--- config.mk ---
export PLATFORM = sky130hd
export DESIGN_NAME = rmq_front
export DESIGN_NICKNAME = d
export VERILOG_FILES = /design/src/hdl/rmq_pkg.sv /design/src/hdl/rmq_front.sv
export SDC_FILE = /design/constraint.sdc
export NUM_CORES = 1
export LEC_CHECK = 0
export BUFFER_PORTS_ARGS = -buffer_cell sky130_fd_sc_hd__buf_4
export CAP_MARGIN = 25
export CORE_MARGIN = 2
export CORE_UTILIZATION = 30
export DETAILED_ROUTE_END_ITERATION = 10
export HOLD_SLACK_MARGIN = 0.05
export PLACE_DENSITY_LB_ADDON = 0.15
export SLEW_MARGIN = 20
export SYNTH_ARGS = -nofsm -noshare
export SYNTH_HDL_FRONTEND = slang
export SYNTH_SLANG_ARGS = --single-unit
--- constraint.sdc ---
create_clock -name clk -period 8.36 [get_ports clk]
set_input_delay 0.418 -clock clk [delete_from_list [all_inputs] [get_ports clk]]
set_output_delay 0.418 -clock clk [all_outputs]
set_load 0.01 [all_outputs]
--- src/hdl/rmq_pkg.sv ---
// Shared types and constants for the rotation matrix to quaternion core.
package rmq_pkg;

	localparam int ENTRY_WIDTH_DEF = 16;
	localparam int EPS_W = 14;
	localparam int TRANS_W = 32;
	localparam int NUM_LANES = 4;
	localparam logic [EPS_W-1:0] EPS_RESET = 14'd1;

	typedef enum logic [1:0] {
		BR_TRACE = 2'd0,
		BR_X     = 2'd1,
		BR_Y     = 2'd2,
		BR_Z     = 2'd3
	} branch_t;

endpackage

--- src/hdl/rmq_front.sv ---
// Front stages: trace, diagonal compares, branch choice, root argument and numerators.
module rmq_front #(
	parameter int EW = rmq_pkg::ENTRY_WIDTH_DEF
) (
	input  logic                          clk,
	input  logic                          arst_n,
	input  logic                          en,
	input  logic [rmq_pkg::EPS_W-1:0]     eps,
	input  logic                          in_v,
	input  logic signed [EW-1:0]          r [9],
	input  logic [rmq_pkg::TRANS_W-1:0]   trans_in [3],
	output logic                          out_v,
	output rmq_pkg::branch_t              out_br,
	output logic [EW:0]                   out_arg,
	output logic [rmq_pkg::NUM_LANES-1:0] out_neg,
	output logic [EW:0]                   out_mag [rmq_pkg::NUM_LANES],
	output logic [rmq_pkg::TRANS_W-1:0]   out_trans [3]
);
	import rmq_pkg::*;

	localparam int TW = EW + 2;
	localparam int NW = EW + 1;
	localparam int CW = (TW > EPS_W + 1) ? TW : EPS_W + 1;
	localparam logic signed [TW-1:0] ONE = {3'b000, 1'b1, {(EW-2){1'b0}}};

	logic signed [TW-1:0] t_c, ax_c, ay_c, az_c;
	logic signed [NW-1:0] dx_c, dy_c, dz_c, s01_c, s02_c, s12_c;
	logic                 xbig_c, ybig_c;

	logic                 v_s1;
	logic signed [TW-1:0] t_s1, ax_s1, ay_s1, az_s1;
	logic signed [NW-1:0] dx_s1, dy_s1, dz_s1, s01_s1, s02_s1, s12_s1;
	logic                 xbig_s1, ybig_s1;
	logic [TRANS_W-1:0]   trans_s1 [3];

	branch_t              br_c;
	logic signed [TW-1:0] arg_c;
	logic signed [NW-1:0] n_c [NUM_LANES];
	logic [EW:0]          mag_c [NUM_LANES];
	logic [NUM_LANES-1:0] neg_c;

	logic                 v_s2;
	branch_t              br_s2;
	logic [EW:0]          arg_s2;
	logic [NUM_LANES-1:0] neg_s2;
	logic [EW:0]          mag_s2 [NUM_LANES];
	logic [TRANS_W-1:0]   trans_s2 [3];

	always_comb begin
		t_c   = ONE + TW'(r[0]) + TW'(r[4]) + TW'(r[8]);
		ax_c  = ONE + TW'(r[0]) - TW'(r[4]) - TW'(r[8]);
		ay_c  = ONE + TW'(r[4]) - TW'(r[0]) - TW'(r[8]);
		az_c  = ONE + TW'(r[8]) - TW'(r[0]) - TW'(r[4]);
		dx_c  = NW'(r[7]) - NW'(r[5]);
		dy_c  = NW'(r[2]) - NW'(r[6]);
		dz_c  = NW'(r[3]) - NW'(r[1]);
		s01_c = NW'(r[1]) + NW'(r[3]);
		s02_c = NW'(r[2]) + NW'(r[6]);
		s12_c = NW'(r[5]) + NW'(r[7]);
		xbig_c = (r[0] > r[4]) && (r[0] > r[8]);
		ybig_c = r[4] > r[8];
	end

	always_ff @(posedge clk or negedge arst_n) begin
		if (!arst_n) begin
			v_s1 <= 1'b0;
			v_s2 <= 1'b0;
		end else if (en) begin
			v_s1 <= in_v;
			v_s2 <= v_s1;
		end
	end

	always_ff @(posedge clk) begin
		if (en) begin
			t_s1     <= t_c;
			ax_s1    <= ax_c;
			ay_s1    <= ay_c;
			az_s1    <= az_c;
			dx_s1    <= dx_c;
			dy_s1    <= dy_c;
			dz_s1    <= dz_c;
			s01_s1   <= s01_c;
			s02_s1   <= s02_c;
			s12_s1   <= s12_c;
			xbig_s1  <= xbig_c;
			ybig_s1  <= ybig_c;
			trans_s1 <= trans_in;
			br_s2    <= br_c;
			arg_s2   <= arg_c[TW-1] ? '0 : arg_c[EW:0];
			neg_s2   <= neg_c;
			mag_s2   <= mag_c;
			trans_s2 <= trans_s1;
		end
	end

	always_comb begin
		if (signed'(CW'(t_s1)) > signed'(CW'({1'b0, eps}))) begin
			br_c = BR_TRACE;
		end else if (xbig_s1) begin
			br_c = BR_X;
		end else if (ybig_s1) begin
			br_c = BR_Y;
		end else begin
			br_c = BR_Z;
		end
		unique case (br_c)
			BR_TRACE: begin
				arg_c = t_s1;
				n_c[0] = '0; n_c[1] = dx_s1; n_c[2] = dy_s1; n_c[3] = dz_s1;
			end
			BR_X: begin
				arg_c = ax_s1;
				n_c[0] = dx_s1; n_c[1] = '0; n_c[2] = s01_s1; n_c[3] = s02_s1;
			end
			BR_Y: begin
				arg_c = ay_s1;
				n_c[0] = dy_s1; n_c[1] = s01_s1; n_c[2] = '0; n_c[3] = s12_s1;
			end
			default: begin
				arg_c = az_s1;
				n_c[0] = dz_s1; n_c[1] = s02_s1; n_c[2] = s12_s1; n_c[3] = '0;
			end
		endcase
		for (int l = 0; l < NUM_LANES; l++) begin
			neg_c[l] = n_c[l][NW-1];
			mag_c[l] = n_c[l][NW-1] ? NW'(-n_c[l]) : NW'(n_c[l]);
		end
	end

	assign out_v     = v_s2;
	assign out_br    = br_s2;
	assign out_arg   = arg_s2;
	assign out_neg   = neg_s2;
	assign out_mag   = mag_s2;
	assign out_trans = trans_s2;

endmodule

==> results by group <==
Layout
  • Fillers: 9546
  • Layout Nets: 3739
  • Share of cells above drive strength 1: 0.183
  • Commonest non-fill, non-tap cells in the layout: 460 x buf_4, 454 x edfxtp_1, 303 x ha_1
  • Commonest non-fill, non-tap cell in the layout: buf_4
  • Layout area overhead: 25.7%
  • N_diodes: 0
  • Final instance area: 36500 µm²

Synthesis
  • Synth top area share: 0.469
  • Top post-synthesis cells by area: edfxtp_1 47%, ha_1 13%, fa_1 5.2%, xnor2_1 3.6%, inv_1 3.2%
  • Mapped Nets: 3202
  • Mapped Avg Cell Area: 11.3 µm²
  • Mapped Area: 29100 µm²
  • Number of distinct library cells after synthesis: 81
  • Asr flop ratio synth: 0.00439
  • Synth area leader: edfxtp_1
  • EDFF count, synth: 454
  • Yosys reg bits: 456
  • Primary FF master, synth: edfxtp_1
  • Ys Warns: 0
  • Mapped Cells: 2566
  • Sequential element share of the synthesized area: 0.471

Critical path
  • Critical path capture point type: register
  • Critical path type: register to register
  • Worst-path fanout max: 47
  • Critical Path AT: 4.93 ns
  • Req. time, crit path: 8.71 ns
  • CP Launch Type: register

Die
  • Core area: 96400 µm²
  • Die area: 99400 µm²
  • I/O Pins: 446
  • Core Rows: 114
  • Die Ht: 315 µm
  • Initial Util: 0.302
  • Die X: 315 µm

Power and ir drop
  • Worst VDD drop: 0.000138 V
  • Total power: 8.55 mW
  • P per Cell Area: 234 nW/µm²
  • Lkg Pwr: 15.3 nW

Global route
  • Vias in the first global route: 22056
  • Met2 Usage GRT: 0.314
  • M1 GR Usage: 0.227
  • Pin count of the biggest net entering global routing: 164
  • Total gr overflow: 0
  • Grt peak-use layer: met2
  • Antenna violations before repair: 3
  • Global-route wire length before repair: 135 mm
  • Met3 Use GR: 0.0339
  • All-layer global routing usage: 0.179

Drt
  • DRT iter0 DRCs: 1340
  • Post-DRT Antenna Nets: 0
  • Via density: 4.85
  • DR vias: 21431
  • WL final: 91.7 mm
  • DR WL/cell: 20.8 µm
  • DRC viols: 0
  • Pre-Repair DR Iteration Count: 5

Timing
  • RSZ-0062 raised after global routing: false
  • Setup Skew: 0.0277 ns
  • Final hold violation count: 0
  • Slew Viols, Final: 0
  • Setup_tns: 0 ns
  • Final period utilization: 0.548
  • Final setup vio count: 0
  • Final worst slack: 3.78 ns
  • F_max: 0.218 GHz
  • Max transition margin: 0.338
  • Min cycle time layout: 4.58 ns
  • Slew @ Worst Pin: 0.980 ns
  • Hold_ws: 0.147 ns

Clock tree
  • Clock Root Buffer: clkbuf_16
  • Clock latency on the worst-skew pair: 0.62 ns
  • CTS max path bufs: 3
  • CTS Buf Count: 51
  • H-tree depth: 2
  • Post-CTS setup repair buffer count: 0
  • Clk slew on worst S/H paths: 0.06 ns
  • Cts repair resizes: 0
  • TritonCTS clock tree: done
  • CTS Sinks: 456

Run
  • Max Cap Violations: 0

Hold path
  • Min-Delay Path Class: primary input to asynchronous set/reset pin

Status
  • Status: finished clean

Placement
  • Final GP Congestion: 0.897
  • Setup WS pre-CTS: 3.69 ns
  • Placed instance area: 33800 µm²
  • Dpl hpwl: 71.8 mm
  • Buffers on Ports: 445
power by group:
| part | switching [mW] | internal (mW) | leakage, nW |
|---|---|---|---|
| Combinational | 1.65 | 1.17 | 9.99 |
| Sequential | 0.307 | 3.10 | 4.49 |
| Clock | 0.940 | 1.38 | 0.818 |
registers in the layout, summed over array words and instances, names as in the netlist, 18 cells and up:
name and count:
t_s1 18, out_trans 96, trans_s1 96, out_mag 68, ax_s1 18
stage by stage:
step	std cells	util
floorplan	2566	-
global placement	4226	0.351
detailed placement	4227	0.351
CTS	4416	0.379
global route	4417	0.379
finish	4417	0.379
critical path: stages (launching register included):
cell      delay (ns)
edfxtp_1        0.40
ha_1            0.34
nand2_1         0.06
o21ai_0         0.55
a31oi_2         0.20
o21a_1          0.43
nor2_4          0.19
buf_4           0.49
buf_4           0.53
o31a_1          0.22
ha_1            0.18
a21boi_1        0.39
a21oi_1         0.15
xnor2_1         0.16
path summary, 6_finish.rpt:
check	from	to	slack, ns	depth (start not counted)
setup reg to reg	t_s1[5]	out_mag[48]	3.78	13
setup / recovery	t_s1[5]	out_mag[48]	3.78	13
hold reg to reg	trans_s1[9]	out_trans[9]	0.41	0
hold / removal	arst_n	out_v	0.15	2
max in group asynchronous	arst_n	v_s1	8.13	2
min in group clk	r[48]	dx_s1[0]	0.21	3
synthesized netlist by cell type (19+ instances only):
cell type	number
ha_1	303
clkbuf_1	42
xnor2_1	120
nor2_1	198
buf_2	23
nand3_1	43
o21ai_0	123
mux2i_1	78
a21oi_1	164
o31ai_1	38
fa_1	75
nor3_1	74
edfxtp_1	454
o21bai_1	22
nor2b_1	24
nand2_1	124
xor2_1	45
a31oi_1	22
inv_1	246
or3_1	19
cell type report:
class,count,area (µm²),area share
multi-input cells,1784,14100,0.387
flip-flops and latches,456,13700,0.375
repair buffers,563,4500,0.123
well taps,1276,1600,0.0437
clock buffers,58,1320,0.0362
inverters,247,927,0.0254
clock inverters,33,382,0.0104
logic make-up after synthesis:
logic type / synth area share
simple gates: 0.0973
xor+xnor: 0.0497
flops: 0.471
buf+inv: 0.0441
fa+ha+maj: 0.182
compound gates: 0.127
mux: 0.0296
what timing repair did:
item / 4_1_cts / 5_1_grt
hold endpoints to repair: 99 / 0
hold buffers: 98 / 0
setup endpoints to repair: 0 / 0
metal layers:
metal | wire [µm] | share of wire | up-vias
met1 | 39200 | 0.43 | 10399
met3 | 5150 | 0.056 | 112
li1 | - | - | 10320
met5 | 34 | 0.00037 | -
met4 | 2040 | 0.022 | 4
met2 | 45300 | 0.49 | 596
Power figures use the tool's default switching activity.
