## src/hdl/rmq_pkg.sv

```systemverilog
// Shared types and constants for the rotation matrix to quaternion core.
package rmq_pkg;

	localparam int ENTRY_WIDTH_DEF = 16;
	localparam int EPS_W = 14;
	localparam int TRANS_W = 32;
	localparam int NUM_LANES = 4;
	localparam logic [EPS_W-1:0] EPS_RESET = 14'd1;

	typedef enum logic [1:0] {
		BR_TRACE = 2'd0,
		BR_X     = 2'd1,
		BR_Y     = 2'd2,
		BR_Z     = 2'd3
	} branch_t;

endpackage

```

## src/hdl/rmq_sqrt.sv

```systemverilog
// Pipelined restoring square root, two result bits per stage, with a carried side payload.
module rmq_sqrt #(
	parameter int EW = rmq_pkg::ENTRY_WIDTH_DEF,
	parameter int PW = 1
) (
	input  logic            clk,
	input  logic            arst_n,
	input  logic            en,
	input  logic            in_v,
	input  logic [2*EW-1:0] in_rad,
	input  logic [PW-1:0]   in_pay,
	output logic            out_v,
	output logic [EW-1:0]   out_root,
	output logic [PW-1:0]   out_pay
);
	localparam int STEPS = 2;
	localparam int NS = (EW + STEPS - 1) / STEPS;
	localparam int RMW = EW + 3;
	localparam int RADW = 2 * EW;

	logic            v_s    [NS];
	logic [RMW-1:0]  rem_s  [NS];
	logic [EW-1:0]   root_s [NS];
	logic [RADW-1:0] rad_s  [NS];
	logic [PW-1:0]   pay_s  [NS];
	logic [RMW-1:0]  rem_n  [NS];
	logic [EW-1:0]   root_n [NS];

	always_comb begin
		logic [RMW-1:0]  rc;
		logic [EW-1:0]   qc;
		logic [RADW-1:0] dc;
		logic [RMW-1:0]  tr;
		int              idx;
		for (int j = 0; j < NS; j++) begin
			if (j == 0) begin
				rc = '0;
				qc = '0;
				dc = in_rad;
			end else begin
				rc = rem_s[j-1];
				qc = root_s[j-1];
				dc = rad_s[j-1];
			end
			for (int k = 0; k < STEPS; k++) begin
				if (j * STEPS + k < EW) begin
					idx = EW - 1 - (j * STEPS + k);
					rc = {rc[RMW-3:0], dc[2*idx +: 2]};
					tr = RMW'({qc, 2'b01});
					if (rc >= tr) begin
						rc = rc - tr;
						qc = {qc[EW-2:0], 1'b1};
					end else begin
						qc = {qc[EW-2:0], 1'b0};
					end
				end
			end
			rem_n[j]  = rc;
			root_n[j] = qc;
		end
	end

	always_ff @(posedge clk or negedge arst_n) begin
		if (!arst_n) begin
			for (int j = 0; j < NS; j++) begin
				v_s[j] <= 1'b0;
			end
		end else if (en) begin
			for (int j = 0; j < NS; j++) begin
				v_s[j] <= (j == 0) ? in_v : v_s[(j == 0) ? 0 : j-1];
			end
		end
	end

	always_ff @(posedge clk) begin
		if (en) begin
			for (int j = 0; j < NS; j++) begin
				rem_s[j]  <= rem_n[j];
				root_s[j] <= root_n[j];
				rad_s[j]  <= (j == 0) ? in_rad : rad_s[(j == 0) ? 0 : j-1];
				pay_s[j]  <= (j == 0) ? in_pay : pay_s[(j == 0) ? 0 : j-1];
			end
		end
	end

	assign out_v    = v_s[NS-1];
	assign out_root = root_s[NS-1];
	assign out_pay  = pay_s[NS-1];

endmodule

```

## config.mk

```make
export PLATFORM = sky130hd
export DESIGN_NAME = rmq_sqrt
export DESIGN_NICKNAME = d
export VERILOG_FILES = /design/src/hdl/rmq_pkg.sv /design/src/hdl/rmq_sqrt.sv
export SDC_FILE = /design/constraint.sdc
export NUM_CORES = 1
export LEC_CHECK = 0
export BUFFER_PORTS_ARGS = -buffer_cell sky130_fd_sc_hd__buf_2
export CAP_MARGIN = 0
export CORE_UTILIZATION = 60
export CTS_BUF_LIST = sky130_fd_sc_hd__clkbuf_2
export CTS_CLUSTER_SIZE = 28
export DETAILED_ROUTE_END_ITERATION = 16
export GPL_TIMING_DRIVEN = 0
export PLACE_DENSITY = 0.79
export SLEW_MARGIN = 40
export SYNTH_ARGS = -nofsm -noshare
export SYNTH_HDL_FRONTEND = slang
export SYNTH_SLANG_ARGS = --single-unit
export TNS_END_PERCENT = 100
```

## constraint.sdc

```tcl
create_clock -name clk -period 7.7 [get_ports clk]
set_clock_uncertainty 0.05 [all_clocks]
set_input_delay 0.385 -clock clk [delete_from_list [all_inputs] [get_ports clk]]
set_output_delay 0.385 -clock clk [all_outputs]
set_load 0.005 [all_outputs]
```

==> results of run 1 <==
-- critical path, stage by stage, from the launching register on --
cell and delay, ps:
edfxtp_1 410, inv_1 100, ha_1 280, clkbuf_1 290, and4b_1 280, nand2_1 110, o31ai_1 630, or3_1 200
buf_2 210, buf_1 470, nor2_1 90, a21oi_1 210, ha_1 350, a21o_1 190, a21o_1 170, a21oi_1 130
o21ai_0 90, a31oi_1 330, or4bb_1 500, nor4b_4 560, inv_2 160, clkbuf_1 280, nor2_1 150, a21oi_1 50
-- cells in the mapped netlist (11+ instances only) --
library cell / n
edfxtp_1: 304
nor2_1: 150
ha_1: 148
a21oi_1: 131
inv_1: 130
nand2_1: 127
xnor2_1: 91
o21ai_0: 83
nor3_1: 66
xor2_1: 46
a21o_1: 44
nand3_1: 43
clkbuf_1: 32
o21a_1: 32
mux2_2: 26
nor4_1: 22
o31ai_1: 22
nor2b_1: 20
nand2b_1: 18
nand4_1: 18
a31oi_1: 17
a211oi_1: 16
mux2i_1: 15
or2_2: 15
or3_1: 15
o211ai_1: 14
and2_1: 13
and3_1: 12
or4_1: 12
buf_2: 11
-- path summary, 6_finish.rpt --
path	start	to	slack, ps	cells after the start
hold reg to reg	rad_s[3][1]$_DFFE_PP_	rad_s[4][1]$_DFFE_PP_	360	0
max in group asynchronous	arst_n	v_s[3]$_DFFE_PN0P_	6950	3
hold / removal	in_rad[0]	rad_s[0][0]$_DFFE_PP_	100	2
setup / recovery	root_s[1][26]$_DFFE_PP_	rem_s[6][6]$_DFFE_PP_	1070	23
min in group asynchronous	arst_n	v_s[1]$_DFFE_PN0P_	370	3
setup reg to reg	root_s[1][26]$_DFFE_PP_	rem_s[6][6]$_DFFE_PP_	1070	23
-- layout by cell type, fill, tap and decap left out, types with 16 or more instances in the layout --
master,netlist,routed
o21a_1,32,32
nand4_1,18,18
nor3_1,66,66
nor2_1,150,150
nand2b_1,18,18
clkinv_1,1,18
xnor2_1,91,91
clkbuf_1,32,32
a211oi_1,16,16
clkbuf_2,0,111
ha_1,148,148
a21oi_1,131,131
mux2_2,26,26
nor4_1,22,22
nor2b_1,20,20
nand3_1,43,43
inv_1,130,130
nand2_1,127,127
xor2_1,46,46
edfxtp_1,304,304
buf_2,11,64
o31ai_1,22,22
a21o_1,44,44
dlygate4sd3_1,0,66
o21ai_0,83,83
a31oi_1,17,17
-- metrics by stage --
stage	instances	setup WS, ps
2_1_floorplan	1890	2550
3_3_place_gp	2386	1310
3_5_place_dp	2390	1300
4_1_cts	2594	1220
5_1_grt	2595	591
6_report	2595	1070
-- power groups by stage --
stage | clock network (mW) | registers (mW) | logic, mW
6_report | 1.14 | 2.38 | 2.47
5_1_grt | 1.26 | 2.41 | 2.74
4_1_cts | 1.18 | 2.38 | 2.44
3_5_place_dp | 0 | 2.42 | 2.40
3_3_place_gp | 0 | 2.42 | 2.34
2_1_floorplan | 0 | 2.34 | 1.87
-- timing repair --
action                    in CTS  in global routing
buffers inserted               0                  0
hold buffers                  66                  0
hold endpoints to repair     218                  0
-- metal layers --
layer | up-vias | global-route usage, % | wire length [um] | part of all wire (%)
met3 | 104 | 4.89 | 2300 | 5.1
met4 | 0 | 11.8 | 1480 | 3.3
li1 | 7551 | - | - | -
met5 | - | 0 | 0 | 0
met1 | 7219 | 36.1 | 20400 | 45
met2 | 439 | 43.5 | 21000 | 47
-- sequential cells by signal, summed over array words and instances, names as in the netlist --
register / flops
rad_s: 112
rem_s: 112
root_s: 72
pay_s: 8
v_s: 7
out_v: 1
-- cells by family after synthesis --
kind of cell | share of synthesized area, %
AO/OA/AOI/OAI | 15.9
XOR/XNOR | 6.07
adder cells (fa/ha/maj) | 9.42
buffers and inverters | 3.64
flip-flops | 47.2
multiplexers | 2.70
other | 0.0190
AND/OR/NAND/NOR | 15.0
-- cell type report --
class | count | area [um2]
inverter | 135 | 507
timing repair buffer | 124 | 1050
antenna | 1 | 2.50
clock buffer | 111 | 556
buffer | 50 | 213
clock inverter | 27 | 179
tap | 442 | 553
multi-input combinational | 1393 | 9720
sequential | 312 | 9330
fill | 2515 | 10300
==> results_dict.tcl, run 1 <==
set metrics [dict create \
    drc 0 \
    pwr-share-seq_pct 39.8 \
    htree_num_levels 3 \
    antenna_found_initial 1 \
    synthFlopType "edfxtp_1" \
    cts_resized 0 \
    status "complete, no violations" \
    rsz0062_at_grt "no" \
    overflow 0 \
    async_flop_share_pct 2.56 \
    cts_root_buf "clkbuf_2" \
    p_sw_share_pct 37.7 \
    end_kind "register" \
    power-per-cell-area_nw_per_um2 271 \
    whs_ps 99.9 \
    yosysSeqAreaShare_pct 47.2 \
    start_util_pct 60.9 \
    synth_edf_count 304 \
    fp.dieH_um 184 \
    core.rowCount 66 \
    syn_area_per_cell_um2 10.5 \
    io_buffers 54 \
    crit_arrival_ps 7190 \
    hold_violations 0 \
    pwr-share-comb_pct 41.3 \
    drv_slew 0 \
    insertion_delay_ps 950 \
    dr_total_vias 15300 \
    synth_area_um2 19800 \
    stdcell_area_um2 22100 \
    totalWireLength_um 45200 \
    fin_crit_ps 6630 \
    p_clk_share_pct 19.0 \
    crit_fanout 10 \
    dp_hpwl_um 33400 \
    utilization_pct 68.1 \
    p_sw_mw 2.26 \
    post_dp_cell_area_um2 20700 \
    vias_per_cell 5.90 \
    p_leak_nw 9.04 \
    grt_pass1_vias 14600 \
    area_delta_synth_final_pct 11.9 \
    period_share_pct 86.1 \
    first_pass_iters 6 \
    cp-start-kind "register" \
    grt_usage_pct 27.1 \
    grt_max_degree 85 \
    synth_seq_cells 312 \
    place_congestion 0.916 \
    finalPower_mw 5.99 \
    drive_gt1_share_pct 12.0 \
    vdd_ir_drop_max_mv 0.148 \
    synth_cell_types 95 \
    path_class "register to register" \
    p_int_mw 3.73 \
    synth_warnings 0 \
    yosysTopAreaCell "edfxtp_1" \
    clk_path_buf_depth 3 \
    drt_iter0_drc 1048 \
    syn_inst 1889 \
    min_path_type "primary input to register" \
    slew_headroom_pct 46.1 \
    worstMarginPinSlew_ps 801 \
    setup_viol 0 \
    synth_top_area_share_pct 46.2 \
    fmax_mhz 151 \
    dieArea_um2 33700 \
    cp.required_ps 8260 \
    maxCapViolations 0 \
    cts_made_buffers 80 \
    clk_pin_slew_ps 90 \
    pin_count 55 \
    layout.nets 2281 \
    synthTopCellsByArea "edfxtp_1 (46%), ha_1 (9.4%), xnor2_1 (4.0%)" \
    cts_tree "yes" \
    ant_nets 0 \
    wire_per_inst_um 17.4 \
    coreArea_um2 32500 \
    clock-sinks 312 \
    finalSetupTns_ps 0 \
    die_width_um 184 \
    grt_pass1_wl_um 72400 \
]
No activity file was read; power rests on OpenSTA's default activity.
==> run 2: changes to the inputs <==
--- a/config.mk
+++ b/config.mk
@@ -12,7 +12,8 @@
 export CTS_CLUSTER_SIZE = 28
 export DETAILED_ROUTE_END_ITERATION = 16
 export GPL_TIMING_DRIVEN = 0
-export PLACE_DENSITY = 0.79
+export PLACE_DENSITY_LB_ADDON = 0.25
+export RECOVER_POWER = 50
 export SLEW_MARGIN = 40
 export SYNTH_ARGS = -nofsm -noshare
 export SYNTH_HDL_FRONTEND = slang
==> results_dict.tcl, run 2 (synthesis gave the netlist of run 1 again) <==
set metrics [dict create \
    path_delay_family "simple AND/OR/NAND/NOR gates" \
    postCtsSetupBuffers 0 \
    finalSetupTns_ps 0 \
    area_delta_synth_final_pct 10.4 \
    wire_per_inst_um 17.5 \
    crit_buf_inv 6 \
    fmax_mhz 150 \
    regArea_um2 9330 \
    pwr-share-seq_pct 39.7 \
    pin_count 55 \
    drive_gt1_share_pct 12.2 \
    reg_top3 "rad_s (112), rem_s (112), root_s (72)" \
    r2r_setup_slack_ps 1020 \
    grt_pass1_wl_um 71800 \
    post_dp_cell_area_um2 20700 \
    insertion_delay_ps 1000 \
    ant_nets 0 \
    dieArea_um2 33700 \
    grt_usage_pct 27.0 \
    htree_num_levels 3 \
    slowest_stage "o31ai_1" \
    cp.required_ps 8330 \
    cts_resized 0 \
    cts_root_buf "clkbuf_2" \
    drv_slew 191 \
    start_util_pct 60.9 \
    period_share_pct 86.7 \
    clock-sinks 312 \
    core.rowCount 66 \
    first_pass_iters 8 \
    p_sw_share_pct 37.8 \
    nFillCells 2601 \
    layout.nets 2258 \
    power-per-cell-area_nw_per_um2 275 \
    worst-r2r-cell-count 23 \
    use_met2_pct 44.4 \
    r2r-end "rem_s[6][7]$_DFFE_PP_" \
    overflow 0 \
    drc 0 \
    min-delay-start "in_rad[1]" \
    slew_headroom_pct -183 \
    p_sw_mw 2.27 \
    crit_fanout 10 \
    holdBufCountCts 41 \
    worstPathCellList "inv_1, ha_1, clkbuf_1, and4b_1, nand2_1, o31ai_1, or3_1, buf_2, buf_1, nor2_1, a21oi_1, ha_1, a21o_1, a21o_1, a21oi_1, o21ai_0, a31oi_1, or4bb_1, nor4b_4, inv_2, clkbuf_1, nor2_1, a21oi_1" \
    dr_total_vias 15200 \
    crit_path_frequent_cell "a21oi_1" \
    maxCapViolations 3 \
    layout_commonest_cell "edfxtp_1" \
    p_leak_nw 8.94 \
    totalWireLength_um 45100 \
    pwr-share-comb_pct 41.0 \
    gr-max-usage-layer "met2" \
    cp-start-kind "register" \
    min_delay_worst_endpoint "rad_s[0][1]$_DFFE_PP_" \
    vdd_ir_drop_max_mv 0.168 \
    io_buffers 54 \
    coreArea_um2 32500 \
    vias_per_cell 5.90 \
    timing.rr.start "root_s[1][26]$_DFFE_PP_" \
    worstMarginPinSlew_ps 4250 \
    slowest_delay_ps 570 \
    grtUsageMet3_pct 4.24 \
    clk_path_buf_depth 3 \
    place_congestion 0.937 \
    p_int_mw 3.73 \
    min_path_type "primary input to register" \
    grt_max_degree 85 \
    die_width_um 184 \
    multi_input_area_um2 9720 \
    cts_tree "yes" \
    fin_crit_ps 6680 \
    p_clk_share_pct 19.2 \
    antenna_found_initial 1 \
    status "finished with violations" \
    hold_depth 2 \
    final_cell_mix "edfxtp_1 (304), nor2_1 (150), ha_1 (148), a21oi_1 (131), inv_1 (130)" \
    rsz0062_at_grt "no" \
    path_class "register to register" \
    grt_use_met1_pct 36.3 \
    drt_iter0_drc 1064 \
    clk_pin_slew_ps 100 \
    fp.dieH_um 184 \
    dp_hpwl_um 33700 \
    end_kind "register" \
    violations "capacitance limit, slew limit" \
    setup_viol 0 \
    crit_arrival_ps 7310 \
    stdcell_area_um2 21800 \
    hold_violations 0 \
    cts_made_buffers 82 \
    grt_pass1_vias 14300 \
]
## run 2: how the worst max path moves through the flow
stage,from,endpoint,depth (start not counted)
after detailed placement,root_s[1][26]$_DFFE_PP_,rem_s[6][7]$_DFFE_PP_,23
after floorplan,root_s[1][22]$_DFFE_PP_,rem_s[6][7]$_DFFE_PP_,22
after global placement,root_s[1][26]$_DFFE_PP_,rem_s[6][7]$_DFFE_PP_,23
after CTS,root_s[1][26]$_DFFE_PP_,rem_s[6][7]$_DFFE_PP_,23
final,root_s[1][26]$_DFFE_PP_,rem_s[6][7]$_DFFE_PP_,23
after global routing,root_s[1][26]$_DFFE_PP_,rem_s[6][7]$_DFFE_PP_,23
## run 2: worst register-to-register path, cell delays in order, from the launching register on
cell      delay, ps
edfxtp_1        440
inv_1           100
ha_1            290
clkbuf_1        300
and4b_1         290
nand2_1         120
o31ai_1         570
or3_1           200
buf_2           220
buf_1           480
nor2_1           80
a21oi_1         240
ha_1            360
a21o_1          190
a21o_1          170
a21oi_1         130
o21ai_0          80
a31oi_1         350
or4bb_1         510
nor4b_4         560
inv_2           140
clkbuf_1        280
nor2_1          170
a21oi_1          50
## run 2: metrics by stage
step	setup slack (ps)	hold WS, ps	total power [mW]	cells	utilization [%]
final	1020	109	6.01	2579	67.3
after detailed placement	1230	183	4.82	2390	63.8
after global routing	654	50.0	6.42	2579	67.3
after CTS	1160	6.06	6.02	2578	67.4
after global placement	1260	179	4.77	2386	63.5
after floorplan	2550	39.4	4.21	1890	-
## run 2: final cells by class
type                       count  area share (%)
multi-input combinational   1393            44.5
sequential                   312            42.7
timing repair buffer          99            3.39
clock buffer                 113            2.59
tap                          442            2.53
inverter                     135            2.32
buffer                        50           0.975
clock inverter                34           0.889
antenna                        1          0.0115
## run 2: per-layer routing
| layer | vias up | share of wire, % |
|---|---|---|
| met3 | 77 | 5.3 |
| li1 | 7510 | - |
| met1 | 7180 | 45 |
| met2 | 459 | 48 |
| met4 | 0 | 2.2 |
| met5 | - | 0 |
## run 2: power by group through the flow
stage / Clock (mW) / Sequential, mW / Combinational (mW)
after global placement: 0 / 2.43 / 2.34
after detailed placement: 0 / 2.42 / 2.40
after CTS: 1.20 / 2.38 / 2.44
final: 1.16 / 2.39 / 2.47
after global routing: 1.28 / 2.41 / 2.73
after floorplan: 0 / 2.34 / 1.87
==> run 3: changes to the inputs <==
--- a/config.mk
+++ b/config.mk
@@ -11,9 +11,8 @@
 export CTS_BUF_LIST = sky130_fd_sc_hd__clkbuf_2
 export CTS_CLUSTER_SIZE = 28
 export DETAILED_ROUTE_END_ITERATION = 16
-export GPL_TIMING_DRIVEN = 0
 export PLACE_DENSITY_LB_ADDON = 0.25
-export RECOVER_POWER = 50
+export RECOVER_POWER = 25
 export SLEW_MARGIN = 40
 export SYNTH_ARGS = -nofsm -noshare
 export SYNTH_HDL_FRONTEND = slang
==> results_dict.tcl, run 3 (synthesis gave the netlist of run 1 again) <==
set metrics [dict create \
    status "complete, no violations" \
    area_delta_synth_final_pct 9.68 \
    place_congestion 0.940 \
    path_class "register to register" \
    crit_cells 19 \
    worstPathCellList "inv_1, ha_1, nand3_1, or4_1, nand4_1, or3_1, inv_2, o31ai_1, ha_1, a21o_1, a21o_1, a2111oi_0, or3_1, o21ai_0, a211oi_1, nand3_1, nor2_1, buf_4, mux2_1" \
    p_leak_nw 8.86 \
    core.rowCount 66 \
    crit_end "rem_s[5][10]$_DFFE_PP_" \
    grtUsageMet3_pct 4.26 \
    die_width_um 184 \
    layout_commonest_cell "edfxtp_1" \
    use_met2_pct 45.0 \
    layout.nets 2217 \
    end_kind "register" \
    stdcell_area_um2 21700 \
    maxCapViolations 0 \
    path_delay_family "simple AND/OR/NAND/NOR gates" \
    cp.required_ps 8280 \
    setup_viol 0 \
    crit_arrival_ps 6720 \
    clock-sinks 312 \
    clk_pin_slew_ps 110 \
    post_dp_cell_area_um2 20500 \
    slowest_delay_ps 530 \
    nFillCells 2593 \
    slowest_stage "or4_1" \
    grt_max_degree 143 \
    cts_tree "yes" \
    drc 0 \
    reg_top3 "rad_s (112), rem_s (112), root_s (72)" \
    min-delay-start "in_rad[7]" \
    slew_headroom_pct 47.3 \
    ant_nets 0 \
    multi_input_area_um2 9740 \
    setup_slack_ps 1570 \
    regArea_um2 9330 \
    dieArea_um2 33700 \
    layoutNonFillerInstCount 2532 \
    r2r-end "rem_s[5][10]$_DFFE_PP_" \
    finalSetupTns_ps 0 \
    fp.dieH_um 184 \
    crit_fanout 18 \
    cp-start-kind "register" \
    final_cell_mix "edfxtp_1 (304), nor2_1 (150), ha_1 (148), a21oi_1 (131), inv_1 (130)" \
    fin_crit_ps 6130 \
    start_util_pct 60.9 \
    wire_per_inst_um 18.0 \
    drive_gt1_share_pct 12.1 \
    totalWireLength_um 45500 \
    worstMarginPinSlew_ps 783 \
    rsz0062_at_grt "no" \
    dp.cells 2343 \
    hold_violations 0 \
    crit_start "root_s[1][8]$_DFFE_PP_" \
    min_path_type "primary input to register" \
    worst-r2r-cell-count 19 \
    power-per-cell-area_nw_per_um2 274 \
    htree_num_levels 3 \
    antenna_found_initial 1 \
    period_share_pct 79.7 \
    vias_per_cell 5.93 \
    grt_use_met1_pct 36.4 \
    gr-max-usage-layer "met2" \
    cts_root_buf "clkbuf_2" \
    grt_pass1_wl_um 72800 \
    pin_count 55 \
    clk_path_buf_depth 3 \
    drt_iter0_drc 1037 \
    crit_buf_inv 3 \
    first_pass_iters 6 \
    place_ws_ps 1730 \
    dp_hpwl_um 33500 \
    io_buffers 54 \
    vdd_ir_drop_max_mv 0.181 \
    r2r_setup_slack_ps 1570 \
    coreArea_um2 32500 \
    insertion_delay_ps 920 \
    overflow 0 \
    cts_made_buffers 79 \
    dr_total_vias 15000 \
    grt_pass1_vias 14500 \
    cts_resized 0 \
    drv_slew 0 \
    grt_usage_pct 27.4 \
    fmax_mhz 163 \
    timing.rr.start "root_s[1][8]$_DFFE_PP_" \
]
[run 3: cell types whose count changed in the layout (fill, tap and decap cells not counted), sizes merged]
cell         before  now
dlygate4sd3      41   49
clkbuf          149  113
clkinv           29   22
buf              72   61
bufinv            2    1
clkinvlp          1    2
inv             137  136
[run 3: timing repair]
item	in CTS	in global routing
hold buffers	48	1
hold endpoints to repair	138	1
setup buffers	0	0
[run 3: layer usage]
metal / share of wire, % / routed length, um / vias up
met4: 3.5 / 1580 / 0
met3: 5.0 / 2260 / 116
met2: 47 / 21300 / 481
li1: - / - / 7422
met1: 45 / 20400 / 7002
met5: 0 / 0 / -
[run 3: worst min-delay path by stage]
stage | endpoint | cells past startpoint | slack, ps
global placement | out_v$_DFFE_PN0P_ | 1 | 180
global route | rad_s[0][10]$_DFFE_PP_ | 2 | 3
floorplan | out_v$_DFFE_PN0P_ | 0 | 40
detailed placement | out_v$_DFFE_PN0P_ | 1 | 180
CTS | rad_s[0][15]$_DFFE_PP_ | 2 | 2
finish | rad_s[0][7]$_DFFE_PP_ | 2 | 120
[run 3: power by group]
group	total (mW)	internal [mW]	switching (mW)
Clock	1.09	0.427	0.668
Sequential	2.42	2.22	0.205
Combinational	2.42	1.04	1.38
[run 3: cell type report]
class	instances	area share, %
inverters	135	2.34
multi-input cells	1393	44.9
diodes	1	0.0115
well taps	442	2.55
clock inverters	26	0.646
clock buffers	112	2.59
flip-flops and latches	312	43.0
repair buffers	111	3.90
[run 3: metrics by stage]
stage / power (mW) / utilization [%] / hold WS [ps]
detailed placement: 4.82 / 63.1 / 183
global placement: 4.78 / 63.0 / 180
CTS: 5.96 / 66.7 / 1.86
finish: 5.94 / 66.8 / 124
global route: 6.37 / 66.8 / 2.76
floorplan: 4.21 / - / 39.4
